`config.mk`:
```
export PLATFORM = sky130hd
export DESIGN_NAME = cmad_ctrl
export DESIGN_NICKNAME = d
export VERILOG_FILES = /design/src/hw/rtl/cmad_pkg.sv /design/src/hw/rtl/cmad_ctrl.sv
export SDC_FILE = /design/constraint.sdc
export NUM_CORES = 1
export LEC_CHECK = 0
export CAP_MARGIN = 20
export CORE_AREA = 2 2 39 41
export CTS_CLUSTER_DIAMETER = 30
export DETAILED_ROUTE_END_ITERATION = 10
export DIE_AREA = 0 0 41 43
export DONT_BUFFER_PORTS = 1
export HOLD_SLACK_MARGIN = 0.03
export SLEW_MARGIN = 0
export SYNTH_ARGS = -nofsm -noshare
export SYNTH_HDL_FRONTEND = slang
export SYNTH_SLANG_ARGS = --single-unit
```
`constraint.sdc`:
```
create_clock -name clock -period 1.1 [get_ports clock]
set_clock_uncertainty 0.05 [all_clocks]
set_input_delay 0.22 -clock clock [delete_from_list [all_inputs] [get_ports clock]]
set_output_delay 0.22 -clock clock [all_outputs]
set_load 0.05 [all_outputs]
```
`src/hw/rtl/cmad_pkg.sv`:
```
// Shared types and constants for the centered moving-average detrend block.
// No dependencies; imported by every module of the block.
`default_nettype none

package cmad_pkg;

   localparam int MAX_HALF_WINDOW_DEF = 2047;
   localparam int SAMPLE_BITS_DEF     = 32;
   localparam int WEEK_W              = 16;
   localparam int MS_W                = 30;
   localparam int CFG_W               = 11;
   localparam logic [CFG_W-1:0] HALF_WINDOW_RESET = 11'd1500;

   typedef enum logic [2:0] {
      ST_IDLE,
      ST_READ_OLD,
      ST_WRITE,
      ST_READ_CTR,
      ST_DIV_START,
      ST_DIV_WAIT,
      ST_OUT
   } state_type;

   // controller -> datapath
   typedef struct packed {
      logic capture;     // latch input word and per-item control
      logic rd_old;      // read sample leaving the window
      logic write;       // write delay line, update sum and counters
      logic rd_center;   // read centered entry
      logic div_start;   // launch mean division
      logic load_out;    // move result into output register
   } cmd_type;

   // datapath -> controller
   typedef struct packed {
      logic emit;        // this item produces a result
      logic div_done;    // quotient ready
      logic out_full;    // output register occupied and not drained this cycle
   } status_type;

endpackage

`default_nettype wire

```
`src/hw/rtl/cmad_ctrl.sv`:
```
// Controller state machine sequencing delay-line access, division and output.
// Uses cmad_pkg for the state type and command/status structs.
`default_nettype none

module cmad_ctrl
   import cmad_pkg::*;
(
   input  wire logic       clock,
   input  wire logic       reset,
   input  wire logic       req_tvalid,
   output logic            req_tready,
   input  wire status_type status,
   output cmd_type         cmd
);

   state_type state_ff, state_in;

   always_ff @(posedge clock) begin
      if (reset) begin
         state_ff <= ST_IDLE;
      end else begin
         state_ff <= state_in;
      end
   end

   always_comb begin
      state_in   = state_ff;
      cmd        = '0;
      req_tready = 1'b0;
      unique case (state_ff)
         ST_IDLE: begin
            req_tready = 1'b1;
            if (req_tvalid) begin
               cmd.capture = 1'b1;
               state_in    = ST_READ_OLD;
            end
         end
         ST_READ_OLD: begin
            cmd.rd_old = 1'b1;
            state_in   = ST_WRITE;
         end
         ST_WRITE: begin
            cmd.write = 1'b1;
            state_in  = status.emit ? ST_READ_CTR : ST_IDLE;
         end
         ST_READ_CTR: begin
            cmd.rd_center = 1'b1;
            state_in      = ST_DIV_START;
         end
         ST_DIV_START: begin
            cmd.div_start = 1'b1;
            state_in      = ST_DIV_WAIT;
         end
         ST_DIV_WAIT: begin
            if (status.div_done) begin
               state_in = ST_OUT;
            end
         end
         ST_OUT: begin
            // hold until the previous word has left the output register
            if (!status.out_full) begin
               cmd.load_out = 1'b1;
               state_in     = ST_IDLE;
            end
         end
         default: begin
            state_in = ST_IDLE;
         end
      endcase
   end

endmodule

`default_nettype wire

```
==> metrics.md <==
| Metric | Value |
|---|---|
| Post-DP HPWL | 497 um |
| Post-Synth XOR/XNOR Area | 0 |
| CTS buffer count | 3 |
| Gpl congestion | 0.763 |
| Leading cell types by total area after synthesis | dfxtp_1, buf_6, nor3b_1 |
| Min Hold Slack | 0.0976 ns |
| Final worst slack | -0.286 ns |
| GRT Util Overall | 0.0952 |
| Hold WC Path Type | in -> reg |
| Cells along the critical path | buf_6 > nor3_4 > and2_4 |
| Routed len/inst | between 10 and 15 um |
| Clock share of power | 0.306 |
| Cell-internal power | 0.000393 W |
| F_max | slightly above 0.7 GHz |
| CP max FO | 7 |
| Post-Syn Instances | 29 |
| Ys Warns | 0 |
| Origin of the worst min-delay path | reset |
| Top Ports | 13 |
| CTS sink cnt | 3 |
| Fin nets | 54 |
| Number of antenna diodes | 0 |
| Initial core utilization | 0.187 |
| Max_cap viols | 0 |
| Worst setup SP type | flip-flop |
| Total chip power | 0.000636 W |
| PwrDens | 1270 nW/um^2 |
| Final setup fails | 9 |
| Reg-to-reg startpoint | state_ff[2] |
| CP arrival | about 1.1 ns |
| Synthesized cell area | 259 um^2 |
| Switching share of power | 0.382 |
| Synth Net Count | 35 |
| Via Count | around 280 |
| Post-synthesis compound-gate area fraction | 0.184 |
| Min-Delay Path Depth | 1 |
| Unrepaired setup endpoints after global routing | yes |
| Regs by FF count | state_ff x3 |
| Crit-path max cell delay | 0.32 ns |
| Vias/cell | 4.46 |
| Max-slew violation total from the final report | 0 |
| Root buffer cell | clkbuf_4 |
| Final period util | 1.26 |
| Worst r2r path cells | 5 |
| Core Rows | 14 |
| Actual slew at the worst max-slew pin | approximately 0.26 ns |
| DRT Pass-1 Iters | 4 |
| Logic gate share of total power | 0.468 |
| Vias in the first global route | 280 |
| Yosys reg bits | 3 |
| IO buf count | 0 |
| Reg2Reg Capture Point | state_ff[1] |
| Hold endpoint | state_ff[2] |
| Mux cell area share after synthesis | 0 |
| Switching pwr | around 0.00024 W |
| FF-to-FF setup slack | -0.27 ns |
| Worst-Skew Late Latency | 0.23 ns |
| Min Tclk post-route | approximately 1.4 ns |
| Crit path required time | 0.83 ns |
| CORE AREA | 1380 um^2 |
| Flop pwr share | 0.226 |
| Largest family of logic cells by synthesized area | simple AND/OR/NAND/NOR gates |
| Endpoints failing hold | 0 |
| Top-area cell type share of the netlist area | 0.232 |
| Biggest area consumer among synthesized cells | dfxtp_1 |
| Seq/Total Area, Yosys | 0.232 |
| Largest net degree at the start of global routing | 10 |
| Peak supply drop | 552 uV |
| Wire length of the first global-routing pass | 1120 um |
| Slew Limit Headroom | 0.824 |
| Initial antenna violation count | 0 |
| Die area | 1760 um^2 |
| Synth Area in Simple Gates | 0.440 |
| Final Non-Filler Cells | 63 |
| Area growth syn-to-layout | 92.8% |
| CTS tree | yes |
| Post-Route WL | 704 um |
| Biggest register | state_ff |
| CP Class | reg -> out |
| Post-Syn Area per Cell | 8.93 um^2 |
| Setup slack at placement | -0.147 ns |
| Critical Path End Type | primary output |
| Iter 0 DRT Violations | 3 |
| DRC violation count after routing | 0 |
| Clock tree buffer depth | 2 |
| Antenna viol nets, final | 0 |
| Synth Area in Adders | 0 |
| GR Overflow Total | 0 |
| Die span in x | approximately 41 um |
| Fill count | 150 |
| Post-Place Cells | between 50 and 60 |
| Failing checks | setup timing |
| Crit-path slowest cell | dfxtp_2 |
| H-tree depth | 1 |
| Result of the run | finished, violations left |
| Clock-pin slew on the worst setup and hold paths | 0.04 ns |
| Unique masters post-synth | 23 |
| Post-route setup TNS | -2.04 ns |
| Leak Pwr | approximately 0.21 nW |
| Die span in y | between 40 and 50 um |
| Fraction of layout cells with a size suffix above 1 | 0.702 |
| Max reg flops | 3 |
-- cells in the final DEF, fill, tap and decap left out --
master          n
dfxtp_4         2
buf_6           4
dfxtp_2         1
nand2_1         1
nor4b_4         1
nand2b_2        1
nor3b_4         1
nor3b_2         2
a21oi_2         2
nand2b_1        1
buf_4          10
o21ba_1         1
a21boi_1        1
nor2_1          1
a211o_1         1
buf_12          2
and2_4          1
clkbuf_4        3
and4b_1         1
dlygate4sd3_1   1
clkbuf_1        1
nor4_1          1
nor3_4          1
nand3_1         1
inv_2           1
o21a_1          1
nor3_2          1
nor3_1          1
or2b_1          1
-- layout make-up --
class,count,area [um^2],area share
Clock buffer,4,26.3,0.0526
Inverter,1,3.75,0.00752
Multi-Input combinational cell,22,210,0.421
Sequential cell,3,68.8,0.138
Tap cell,16,20.0,0.0401
Timing Repair Buffer,17,170,0.341
-- power groups by stage --
stage | logic, W | registers [W] | clock network, W
global route | 0.000316 | 0.000146 | 0.000208
global placement | 0.000262 | 0.000144 | 0
CTS | 0.000296 | 0.000142 | 0.000204
detailed placement | 0.000264 | 0.000145 | 0
finish | 0.000298 | 0.000143 | 0.000195
floorplan | 0.000219 | 0.000128 | 0
-- worst max-delay path by stage --
stage,startpoint,endpoint,slack (ns)
2_1_floorplan,state_ff[2],cmd[5],-0.42
3_3_place_gp,state_ff[0],cmd[2],-0.13
3_5_place_dp,state_ff[0],cmd[2],-0.15
4_1_cts,state_ff[1],cmd[5],-0.30
5_1_grt,state_ff[0],cmd[5],-0.32
6_report,state_ff[1],cmd[5],-0.29
-- layer usage --
| layer | global-route usage | share of wire | vias up |
|---|---|---|---|
| met5 | 0 | 0 | - |
| met4 | 0 | 0 | 0 |
| met3 | 0.0785 | 0.098 | 0 |
| met2 | 0.147 | 0.52 | 9 |
| met1 | 0.105 | 0.38 | 132 |
| li1 | - | - | 140 |
-- kinds of logic (layout without fill, tap and decap cells) --
group,Yosys count,count (layout)
AND/OR/NAND/NOR,16,16
flip-flops,3,3
buffers and inverters,4,22
AO/OA/AOI/OAI,6,6
-- per-stage QoR --
stage               utilization  instance area [um^2]
global placement          0.294                   407
global route              0.361                   499
finish                    0.361                   499
floorplan                     -                   305
detailed placement        0.294                   407
CTS                       0.358                   495
-- synth_stat cells --
cell type / count
a21oi_1: 1
inv_2: 1
nor3_2: 1
nor3b_1: 2
o21ba_1: 1
or2b_1: 1
nor4_1: 1
nor3b_2: 1
buf_6: 3
nor2_1: 1
nand2_1: 1
o21a_1: 1
a211o_1: 1
a21boi_0: 1
and4b_1: 1
a21oi_2: 1
nand3_1: 1
and2_1: 1
nand2b_1: 1
nor3_1: 2
dfxtp_1: 3
nand2b_2: 1
nor4b_1: 1
-- critical path: cells and delay by family (launching register included) --
kind | cells | cell delay (ns)
simple gates | 2 | 0.43
flops | 1 | 0.32
buf+inv | 1 | 0.13
-- repair_timing --
| item | 4_1_cts | 5_1_grt |
|---|---|---|
| pin swaps | 2 | 3 |
| setup buffers | 4 | 0 |
| endpoints found under the setup margin | 10 | 10 |
| hold buffers | 1 | 0 |
| resized for setup | 8 | 2 |
| hold endpoints to repair | 1 | 0 |
Note: power is estimated with default switching activity, not from simulation.
